==> config.mk <==
export PLATFORM = sky130hd
export DESIGN_NAME = adc_round_robin_scan_sequencer
export DESIGN_NICKNAME = d
export VERILOG_FILES = /design/src/rtl/core/adcrr_pkg.sv /design/src/rtl/core/adcrr_next_sel.sv /design/src/rtl/core/adcrr_sample_store.sv /design/src/rtl/core/adc_round_robin_scan_sequencer.sv
export SDC_FILE = /design/constraint.sdc
export NUM_CORES = 1
export LEC_CHECK = 0
export BUFFER_PORTS_ARGS = -buffer_cell sky130_fd_sc_hd__buf_4
export CORE_MARGIN = 4
export CORE_UTILIZATION = 58
export DETAILED_ROUTE_END_ITERATION = 16
export PLACE_DENSITY = 0.82
export SYNTH_ARGS = -nofsm -noshare
export SYNTH_HDL_FRONTEND = slang
export SYNTH_HIERARCHICAL = 1
export SYNTH_SLANG_ARGS = --single-unit
==> constraint.sdc <==
create_clock -name clk -period 5.68 [get_ports clk]
set_input_delay 0.284 -clock clk [delete_from_list [all_inputs] [get_ports clk]]
set_output_delay 0.284 -clock clk [all_outputs]
set_load 0.01 [all_outputs]
==> src/rtl/core/adcrr_pkg.sv <==
// ============================================================================
// adcrr_pkg
// Shared types and constants for the ADC round-robin scan sequencer: command
// codes, field widths, request/response payloads and the sample store port.
// ============================================================================
package adcrr_pkg;

    // Field widths
    localparam int CHAN_W    = 4;
    localparam int SAMPLE_W  = 16;
    localparam int CMD_W     = 2;
    localparam int MAX_CHANS = 16;

    // Command codes
    localparam logic [CMD_W-1:0] CMD_START = 2'd0;
    localparam logic [CMD_W-1:0] CMD_DONE  = 2'd1;
    localparam logic [CMD_W-1:0] CMD_READ  = 2'd2;

    // Command transaction payload
    typedef struct packed {
        logic [CMD_W-1:0]    command;
        logic [SAMPLE_W-1:0] sample_value;
        logic [CHAN_W-1:0]   read_channel;
    } adcrr_cmd_t;

    // Response transaction payload
    typedef struct packed {
        logic                start_conversion;
        logic [CHAN_W-1:0]   convert_channel;
        logic [SAMPLE_W-1:0] read_data;
    } adcrr_rsp_t;

    // Sample store write port
    typedef struct packed {
        logic                en;
        logic [CHAN_W-1:0]   addr;
        logic [SAMPLE_W-1:0] data;
    } adcrr_wr_t;

endpackage

==> src/rtl/core/adcrr_next_sel.sv <==
// ============================================================================
// adcrr_next_sel
// Round-robin channel picker: finds the first enabled channel at or after a
// starting channel, wrapping at the scan count.
// ============================================================================
module adcrr_next_sel
    import adcrr_pkg::*;
#(
    parameter int SCAN_COUNT = 16
)
(
    input  logic [MAX_CHANS-1:0] mask,
    input  logic [CHAN_W-1:0]    from,
    output logic                 found,
    output logic [CHAN_W-1:0]    chan
);

    logic [CHAN_W:0] pos;

    // Scan from the highest offset down so the lowest offset wins
    always_comb
    begin
        found = 1'b0;
        chan  = '0;
        pos   = '0;
        for (int i = SCAN_COUNT - 1; i >= 0; i--)
        begin
            pos = {1'b0, from} + (CHAN_W+1)'(i);
            if (pos >= (CHAN_W+1)'(SCAN_COUNT))
            begin
                pos = pos - (CHAN_W+1)'(SCAN_COUNT);
            end
            if (mask[pos[CHAN_W-1:0]])
            begin
                found = 1'b1;
                chan  = pos[CHAN_W-1:0];
            end
        end
    end

endmodule

==> src/rtl/core/adcrr_sample_store.sv <==
// ============================================================================
// adcrr_sample_store
// Per-channel sample registers, cleared at reset, one write port and one
// combinational read port.
// ============================================================================
module adcrr_sample_store
    import adcrr_pkg::*;
(
    input  logic                clk,
    input  logic                rst_n,
    input  adcrr_wr_t           wr,
    input  logic [CHAN_W-1:0]   rd_addr,
    output logic [SAMPLE_W-1:0] rd_data
);

    logic [SAMPLE_W-1:0] store_reg [MAX_CHANS];

    // Clear on reset, write one entry per transaction
    always_ff @(posedge clk or negedge rst_n)
    begin
        if (!rst_n)
        begin
            for (int i = 0; i < MAX_CHANS; i++)
            begin
                store_reg[i] <= '0;
            end
        end
        else if (wr.en)
        begin
            store_reg[wr.addr] <= wr.data;
        end
    end

    // Read the requested channel
    assign rd_data = store_reg[rd_addr];

endmodule

==> src/rtl/core/adc_round_robin_scan_sequencer.sv <==
// ============================================================================
// adc_round_robin_scan_sequencer
// Steps an ADC through the enabled channels in round-robin order, keeps the
// last sample of each channel and answers channel reads.
//
//   channel | dir | handshake            | payload
//   cmd     | in  | cmd_valid/cmd_ready  | cmd_data (adcrr_cmd_t)
//   rsp     | out | rsp_valid/rsp_ready  | rsp_data (adcrr_rsp_t)
//   cfg     | in  | cfg_we               | cfg_wdata (channel enable mask)
//
// One transaction per cycle while rsp_ready does not stall the response; a response
// passes through the input register, then the response register.
// Channel choice is a single round-robin priority encode over the mask.
// Reset clears the mask, the current channel and all stored samples.
// A stalled response holds the response register; the input register still
// takes a command while it is empty, or the response register is free or being drained.
// ============================================================================
module adc_round_robin_scan_sequencer
    import adcrr_pkg::*;
#(
    parameter int NUM_CHANNELS = 16
)
(
    input  logic                 clk,
    input  logic                 rst_n,
    input  logic                 cmd_valid,
    output logic                 cmd_ready,
    input  adcrr_cmd_t           cmd_data,
    output logic                 rsp_valid,
    input  logic                 rsp_ready,
    output adcrr_rsp_t           rsp_data,
    input  logic                 cfg_we,
    input  logic [SAMPLE_W-1:0]  cfg_wdata
);

    localparam int SCAN_COUNT = (NUM_CHANNELS < MAX_CHANS) ? NUM_CHANNELS : MAX_CHANS;
    localparam logic [MAX_CHANS:0] LIM_WIDE = ((MAX_CHANS+1)'(1) << SCAN_COUNT)
                                              - (MAX_CHANS+1)'(1);
    localparam logic [MAX_CHANS-1:0] SCAN_LIM = LIM_WIDE[MAX_CHANS-1:0];
    localparam logic [CHAN_W-1:0] LAST_CHAN = CHAN_W'(SCAN_COUNT - 1);

    logic [MAX_CHANS-1:0] mask_reg;
    logic [CHAN_W-1:0]    cur_reg;
    logic [CHAN_W-1:0]    cur_next;
    logic                 s1_valid_reg;
    adcrr_cmd_t           s1_data_reg;
    logic                 out_valid_reg;
    adcrr_rsp_t           out_data_reg;

    logic                 s1_adv;
    logic                 s1_fire;
    logic [MAX_CHANS-1:0] act_mask;
    logic [CHAN_W-1:0]    sel_from;
    logic                 sel_found;
    logic [CHAN_W-1:0]    sel_chan;
    logic [SAMPLE_W-1:0]  rd_data;
    adcrr_wr_t            store_wr;
    adcrr_rsp_t           res;

    // Handshake
    assign s1_adv    = !out_valid_reg || rsp_ready;
    assign s1_fire   = s1_valid_reg && s1_adv;
    assign cmd_ready = !s1_valid_reg || s1_adv;
    assign rsp_valid = out_valid_reg;
    assign rsp_data  = out_data_reg;

    // Drop mask bits past the scan count
    assign act_mask = mask_reg & SCAN_LIM;

    // Start scans from channel zero, done moves past the current channel
    always_comb
    begin
        if (s1_data_reg.command == CMD_DONE)
        begin
            sel_from = (cur_reg == LAST_CHAN) ? '0 : cur_reg + CHAN_W'(1);
        end
        else
        begin
            sel_from = '0;
        end
    end

    adcrr_next_sel #(
        .SCAN_COUNT (SCAN_COUNT)
    ) u_next_sel (
        .mask  (act_mask),
        .from  (sel_from),
        .found (sel_found),
        .chan  (sel_chan)
    );

    adcrr_sample_store u_store (
        .clk     (clk),
        .rst_n   (rst_n),
        .wr      (store_wr),
        .rd_addr (s1_data_reg.read_channel),
        .rd_data (rd_data)
    );

    // Decode the registered command
    always_comb
    begin
        res           = '0;
        cur_next      = cur_reg;
        store_wr.en   = 1'b0;
        store_wr.addr = cur_reg;
        store_wr.data = s1_data_reg.sample_value;
        unique case (s1_data_reg.command)
            CMD_START:
            begin
                if (sel_found)
                begin
                    res.start_conversion = 1'b1;
                    res.convert_channel  = sel_chan;
                    cur_next             = sel_chan;
                end
            end
            CMD_DONE:
            begin
                if (act_mask != '0)
                begin
                    store_wr.en = s1_fire;
                    if (sel_found)
                    begin
                        res.start_conversion = 1'b1;
                        res.convert_channel  = sel_chan;
                        cur_next             = sel_chan;
                    end
                end
            end
            CMD_READ:
            begin
                if (act_mask[s1_data_reg.read_channel])
                begin
                    res.read_data = rd_data;
                end
            end
            default:
            begin
                res = '0;
            end
        endcase
    end

    // Configuration register
    always_ff @(posedge clk or negedge rst_n)
    begin
        if (!rst_n)
        begin
            mask_reg <= '0;
        end
        else if (cfg_we)
        begin
            mask_reg <= cfg_wdata;
        end
    end

    // Advance scan state and pipeline control
    always_ff @(posedge clk or negedge rst_n)
    begin
        if (!rst_n)
        begin
            cur_reg       <= '0;
            s1_valid_reg  <= 1'b0;
            out_valid_reg <= 1'b0;
        end
        else
        begin
            if (s1_fire)
            begin
                cur_reg <= cur_next;
            end
            if (cmd_ready)
            begin
                s1_valid_reg <= cmd_valid;
            end
            if (s1_adv)
            begin
                out_valid_reg <= s1_valid_reg;
            end
        end
    end

    // Payload registers
    always_ff @(posedge clk)
    begin
        if (cmd_valid && cmd_ready)
        begin
            s1_data_reg <= cmd_data;
        end
        if (s1_fire)
        begin
            out_data_reg <= res;
        end
    end

    // Current channel always stays inside the scanned range
    a_cur_in_range: assert property (@(posedge clk) disable iff (!rst_n)
        {1'b0, cur_reg} < (CHAN_W+1)'(SCAN_COUNT))
        else $error("current channel out of scan range");

    // No conversion request means a zero channel field
    a_chan_zero: assert property (@(posedge clk) disable iff (!rst_n)
        s1_valid_reg && !res.start_conversion |-> res.convert_channel == '0)
        else $error("channel set without conversion request");

    // Only read commands return sample data
    a_read_only: assert property (@(posedge clk) disable iff (!rst_n)
        s1_valid_reg && s1_data_reg.command != CMD_READ |-> res.read_data == '0)
        else $error("read data on a non-read command");

    // A start with any enabled channel must request a conversion
    a_start_issues: assert property (@(posedge clk) disable iff (!rst_n)
        s1_valid_reg && s1_data_reg.command == CMD_START && act_mask != '0
        |-> res.start_conversion && act_mask[res.convert_channel])
        else $error("start did not pick an enabled channel");

endmodule
== Word-level counts from Yosys, hierarchy flattened ==
Cells that the tools add are included.
Widths: inputs -> output; s select.

* Reduce and logical (&&, ||, !) cells: 12
* Bitwise operators: 2
* Equal/unequal tests: 4
* Muxes and demuxes: 98
* Magnitude comparators: 36
* Add/sub/neg operators: 32

{| class="wikitable"
|+ Operators by type and width
! operator !! number
|-
| $bwmux 256 || 1
|-
| $mux 4 || 36
|-
| $ge 5x5->1 const B || 17
|-
| $lt 4x5->1 const B || 17
|-
| $bmux 1 s4 || 17
|-
| $bmux 16 s4 || 1
|-
| $demux 16 s4 || 1
|-
| $sub 4x1->4 const B || 16
|-
| $mux 16 || 3
|-
| $add 4x4->5 const B || 8
|-
| $mux 1 || 35
|-
| $add 4x3->5 const B || 4
|-
| $reduce_bool 16->1 || 1
|-
| $add 4x2->5 const B || 2
|-
| $mux 5 || 2
|-
| $not 4->5 || 2
|-
| $pmux 5 s2 || 1
|-
| $pmux 4 s2 || 1
|-
| $add 4x1->5 const B || 1
|-
| $ge 4x5->1 const B || 1
|-
| $lt 5x1->1 const B || 1
|-
| $add 4x1->4 const B || 1
|-
| $eq 4x4->1 const B || 1
|-
| $logic_and 1x1->1 || 3
|-
| 9 further kinds || 11
|}

* Output and inout port bits: 23
* Word-level logic and storage cells: 210
* Flip-flop bits (word level): 321

== Longest topological paths before layout ==
* Depth in word-level cells: 27
* Gate-level depth with buffers: 19
* Gate-level depth less buffers: 15

== Cells and area by module ==
Netlist, hierarchy kept.

{| class="wikitable"
|+ By module, submodules not included
! module !! seq. area each (µm²) !! area each (µm²) !! times used !! cells an instance
|-
| adcrr_sample_store || 6406.1 || 11607.4 || 1 || 712
|-
| adc_round_robin_scan_sequencer || 1841.8 || 2641.3 || 1 || 170
|-
| adcrr_next_sel || 0.0 || 2328.5 || 1 || 259
|}

== Worst setup path before layout ==
No wires, ideal clock.

* Path kind: reg-to-reg
* From: register cur_reg[1]
* To: register cur_reg[0]
* Data required time: 5552 ps
* Arrival time: 4525 ps
* Cell stages (with the launch flop): 19
* Path slack: 1027 ps
* Period minus slack after synthesis: 4653 ps
* Buffers on the path: 4
* Cells stage by stage: dfrtp_1 -> ha_1 -> a311oi_1 -> buf_6 -> buf_8 -> clkbuf_1 -> clkinv_1 -> ha_1 -> clkbuf_1 -> mux4_2 -> mux2i_1 -> mux2_2 -> nor2b_2 -> nand2_1 -> nor4_1 -> nand4_1 -> nand2b_1 -> a211oi_2 -> mux2_1

* Word-level cells in the longest chain between the ends: 27
* Elaborated cells on any way between the ends: 134

{| class="wikitable"
|+ Ends and longest elaborated chain
! what !! line !! source
|-
| start, declared || adc_round_robin_scan_sequencer.sv:43 || <nowiki>logic [CHAN_W-1:0] cur_reg;</nowiki>
|-
| start signal, assigned || adc_round_robin_scan_sequencer.sv:171 || <nowiki>cur_reg <= cur_next;</nowiki>
|-
| $eq 4x4->1 (*) || adc_round_robin_scan_sequencer.sv:75 || <nowiki>sel_from = (cur_reg == LAST_CHAN) ? '0 : cur_reg + CHAN_W'(1);</nowiki>
|-
| $mux 4 (*) || adc_round_robin_scan_sequencer.sv:75 ||
|-
| $mux 4 (*) || adc_round_robin_scan_sequencer.sv:73 || <nowiki>if (s1_data_reg.command == CMD_DONE)</nowiki>
|-
| named net sel_from[0] || adc_round_robin_scan_sequencer.sv:53 || <nowiki>logic [CHAN_W-1:0] sel_from;</nowiki>
|-
| $add 4x4->5 || adcrr_next_sel.sv:28 || <nowiki>pos = {1'b0, from} + (CHAN_W+1)'(i);</nowiki>
|-
| $sub 4x1->4 / $ge 5x5->1 (equally long branches) || adcrr_next_sel.sv:31, adcrr_next_sel.sv:29 ||
|-
| $mux 4 || adcrr_next_sel.sv:29 || <nowiki>if (pos >= (CHAN_W+1)'(SCAN_COUNT))</nowiki>
|-
| $bmux 1 s4 || adcrr_next_sel.sv:33 || <nowiki>if (mask[pos[CHAN_W-1:0]])</nowiki>
|-
| $mux 1 (implied by the code) || adcrr_next_sel.sv:33 ||
|-
| $mux 1 (15 in series) || adcrr_next_sel.sv:33 ||
|-
| $mux 1 (*) || adcrr_next_sel.sv:33 ||
|-
| named net sel_found || adc_round_robin_scan_sequencer.sv:54 || <nowiki>logic sel_found;</nowiki>
|-
| $mux 4 (*) || adc_round_robin_scan_sequencer.sv:111, adc_round_robin_scan_sequencer.sv:123 ||
|-
| $mux 4 || adc_round_robin_scan_sequencer.sv:120 || <nowiki>if (act_mask != '0)</nowiki>
|-
| $pmux 4 s2 (*) || adc_round_robin_scan_sequencer.sv:108 || <nowiki>unique case (s1_data_reg.command)</nowiki>
|}

The timed path passes the listed nets; every way through them passes the cells marked *. The select of a mux whose other input is x is not followed.
A chain may end at the register's enable or synchronous reset.

== Final worst setup path ==
* From: register cur_reg[0]
* To: register cur_reg[1]

* Word-level cells in the longest chain between the ends: 27
* Elaborated cells on any way between the ends: 134

{| class="wikitable"
|+ Ends and longest elaborated chain
! what !! line
|-
| $add 4x1->4 / $eq 4x4->1 (equally long branches) || adc_round_robin_scan_sequencer.sv:75
|-
| $mux 4 (*) || adc_round_robin_scan_sequencer.sv:75
|-
| $mux 4 (*) || adc_round_robin_scan_sequencer.sv:73
|-
| named net sel_from[0] || adc_round_robin_scan_sequencer.sv:53
|-
| $add 4x4->5 || adcrr_next_sel.sv:28
|-
| $sub 4x1->4 / $ge 5x5->1 (equally long branches) || adcrr_next_sel.sv:31, adcrr_next_sel.sv:29
|-
| $mux 4 || adcrr_next_sel.sv:29
|-
| $bmux 1 s4 || adcrr_next_sel.sv:33
|-
| $mux 1 (implied by the code) || adcrr_next_sel.sv:33
|-
| $mux 1 (15 in series) || adcrr_next_sel.sv:33
|-
| $mux 1 (*) || adcrr_next_sel.sv:33
|-
| named net sel_found || adc_round_robin_scan_sequencer.sv:54
|-
| $mux 4 (*) || adc_round_robin_scan_sequencer.sv:111, adc_round_robin_scan_sequencer.sv:123
|-
| $mux 4 || adc_round_robin_scan_sequencer.sv:120
|-
| $pmux 4 s2 (*) || adc_round_robin_scan_sequencer.sv:108
|}

Marks and branches as above.

==> impl_results.md <==
- Synthesized Nets: 1,192
- RSZ-0062 raised after global routing: false
- Synth Area in Adders: 0.6038%
- Worst-Margin Slew: between 1000 and 1500 ps
- Worst setup margin: 966.6 ps
- Drt total wl: around 41 mm
- Slew Viols, Final: 0
- Num CTS Buffers: 35
- Hold endpoint: rsp_valid
- Starting Density: approximately 59%
- Xor-xnor portion of the synthesized cell area: less than 1%
- EDFF count, synth: 43
- Simple-gate portion of the synthesized area: about 5.5%
- Tmin final: about 4700 ps
- Root Driver: clkbuf_16
- Gr ovfl total: 0
- Ys flop type: dfrtp_1
- Drt first-iter violations: about 1,100
- Critical Path End Type: register
- Post-CTS Setup Bufs: 0
- Yosys reg bits: around 320
- Vias in the first global route: between 10,000 and 15,000
- Placement Setup Slack: between 1000 and 1500 ps
- WL per Instance: approximately 25 µm
- Core area: 28,010 µm²
- Die height: around 180 µm
- Largest family of logic cells by synthesized area: multiplexers
- Final-report hold violation count: 0
- # rows: just over 60
- H-Tree Depth: 2
- Worst Min Path Start: rsp_ready
- # clock sinks: 321
- Nets: ~1,300
- Max Fclk: approximately 210 MHz
- Slowest CP cell: dfrtp_1
- CTS tree: built
- Antenna viol nets, final: 0
- Cell mode on critical path: ha_1
- Netlist cell types: 77
- Width of the die: 177.1 µm
- Drt drc: 0
- Area Overhead vs Synth: 14.36%
- Hold path depth: 3
- Syn. warnings: 6
- CTS Buffer Depth: 3
- Pleak: about 8.4 nW
- Mux contribution to synthesized area: a little over a third
- Clock insertion delay at the later pin of the skew report: 530 ps
- Share of synthesized flip-flops with an asynchronous set or reset: 86.60%
- Status: completed
- Global-route wire length before repair: 64.21 mm
- Pwr dens: slightly below 400 nW/µm²
- Placed inst area: between 15,000 and 20,000 µm²
- Hold slack final: about 79 ps
- Tcrit/Tclk final: about 83%
- Post-DP HPWL: approximately 25 mm
- Critical path buffers and inverters: 1
- Synth Instances: around 1,100
- Sequential element share of the synthesized area: 49.75%
- Max FFs per register: approximately 260
- Die Footprint: 31,350 µm²
- Port bufs: between 60 and 70
- Cell Area, Synth: about 17,000 µm²
- Final TNS setup: 0 ps
- Compound-gate portion of the synthesized area: approximately 5%
- Drt pass-1 iters: 5
- Syn_area_per_cell: between 10 and 15 µm²
- Clk_skew: 16.97 ps
- Clk slew on worst S/H paths: 60 ps
- Worst rel slew slack: approximately 20%
- Antenna diodes: 0
- Reg2reg end: cur_reg[1]
- Final setup fails: 0
- Worst Hold Class: input pin to register
- CP Cell Sequence: ha_1, a311oi_4, buf_4, ha_1, xnor2_1, mux2i_1, mux2_2, nor2b_2, nand2_1, nor4_1, nand4_1, nand2b_1, a211oi_2, mux2_1
- Worst-path fanout max: 27
- Routed vias/inst: between 6 and 7
- Slowest stage delay, CP: approximately 700 ps
- Design area: roughly 19,000 µm²
- GR Util All Layers: 26.80%
- Crit path max-delay family: multiplexers
- Worst IR drop on VDD: around 0.35 mV
- GP Congestion: approximately 0.97
- Crit Path Category: register to register
- Reg-to-reg slack, setup: just under 1000 ps
- Routed vias: approximately 11,000
- Initial antenna violation count: 0
- WP data arrival: between 5000 and 6000 ps
- Largest net degree at the start of global routing: between 100 and 150
- CP required: ~6000 ps
- MaxCap Viol Count: 0
- Fillers: between 1,500 and 2,000
- Worst Reg-to-Reg Cells: 14
- Proportion of layout cells with a drive suffix above 1: around 45%
- Startpoint Class: register
- Top Ports: 66
- Worst r2r src: cur_reg[0]
## cell usage after synthesis, drive strengths merged (15+ instances only)
master / instances / area share [%]
dfrtp: 278 / 42
o21ai: 21 / 0.63
mux2: 294 / 20
nor2: 47 / 1.3
mux4: 92 / 13
clkbuf: 36 / 0.82
a22oi: 35 / 1.7
edfxtp: 43 / 7.8
a21oi: 15 / 0.45
nand2: 57 / 1.3
mux2i: 34 / 2.2
buf: 44 / 1.9
## where the power goes
group          total (mW)  switching [mW]  internal [mW]
clock network        2.30           0.928           1.37
registers            3.08           0.308           2.77
logic                2.15            1.08           1.07
total                7.53            2.31           5.22
## timing repair
item | in CTS | in global routing
hold buffers | 40 | 0
hold endpoints to repair | 154 | 0
resized for setup | 0 | 0
## cell families after synthesis
family                   after synthesis
flip-flops                           321
AND/OR/NAND/NOR                      172
multiplexers                         420
XOR/XNOR                              12
AO/OA/AOI/OAI                        114
buffers and inverters                 94
adder cells (fa/ha/maj)                8
## final cells by class
cell class                 instances  area, µm²  share of cell area (%)
multi-input combinational        726       7886                   41.60
inverter                          14      53.80                  0.2838
tap                              378      473.0                   2.495
sequential                       321       8248                   43.51
clock buffer                      48      954.7                   5.036
clock inverter                    15      215.2                   1.135
timing repair buffer             134       1126                   5.940
## per-layer routing
metal,vias up,GRT usage [%],wire length [µm]
li1,4520,-,-
met1,5486,38.18,17030
met2,433,41.75,19500
met3,101,5.490,3380
met4,0,9.349,1301
met5,-,0,0
## layout by cell type, fill, tap and decap left out, drive strengths merged, types with 9 or more instances in the layout
cell type / count
a21oi: 15
a22oi: 35
buf: 94
clkbuf: 48
clkinv: 11
dfrtp: 278
dlygate4sd3: 40
edfxtp: 43
inv: 14
mux2: 294
mux2i: 34
mux4: 92
nand2: 57
nand2b: 14
nor2: 47
nor3: 11
o21ai: 21
xnor2: 9
## per-stage QoR
stage          utilization [%]  cells  power (mW)
3_5_place_dp             62.07   1533       5.188
2_1_floorplan                -   1141       4.628
3_3_place_gp             62.07   1533       5.137
6_report                 67.68   1636       7.531
4_1_cts                  67.68   1636       7.536
5_1_grt                  67.68   1636       7.875
## worst max path at each step
stage                    start    endpoint  slack [ps]  depth (start not counted)
finish              cur_reg[0]  cur_reg[1]         970                         14
global route        cur_reg[0]  cur_reg[2]         660                         14
CTS                 cur_reg[0]  cur_reg[3]        1060                         14
detailed placement  cur_reg[0]  cur_reg[3]        1090                         14
global placement    cur_reg[0]  cur_reg[0]        1210                         14
floorplan           cur_reg[1]  cur_reg[0]        1030                         18
## worst reg2reg max path, delay by kind of cell (launching register included)
family                   cells  cell delay, ps
flip-flops                   1             700
AND/OR/NAND/NOR              5             900
multiplexers                 3            1120
buffers and inverters        1             290
adder cells (fa/ha/maj)      2             760
AO/OA/AOI/OAI                2             210
XOR/XNOR                     1             620
Power figures use the tool's default switching activity.
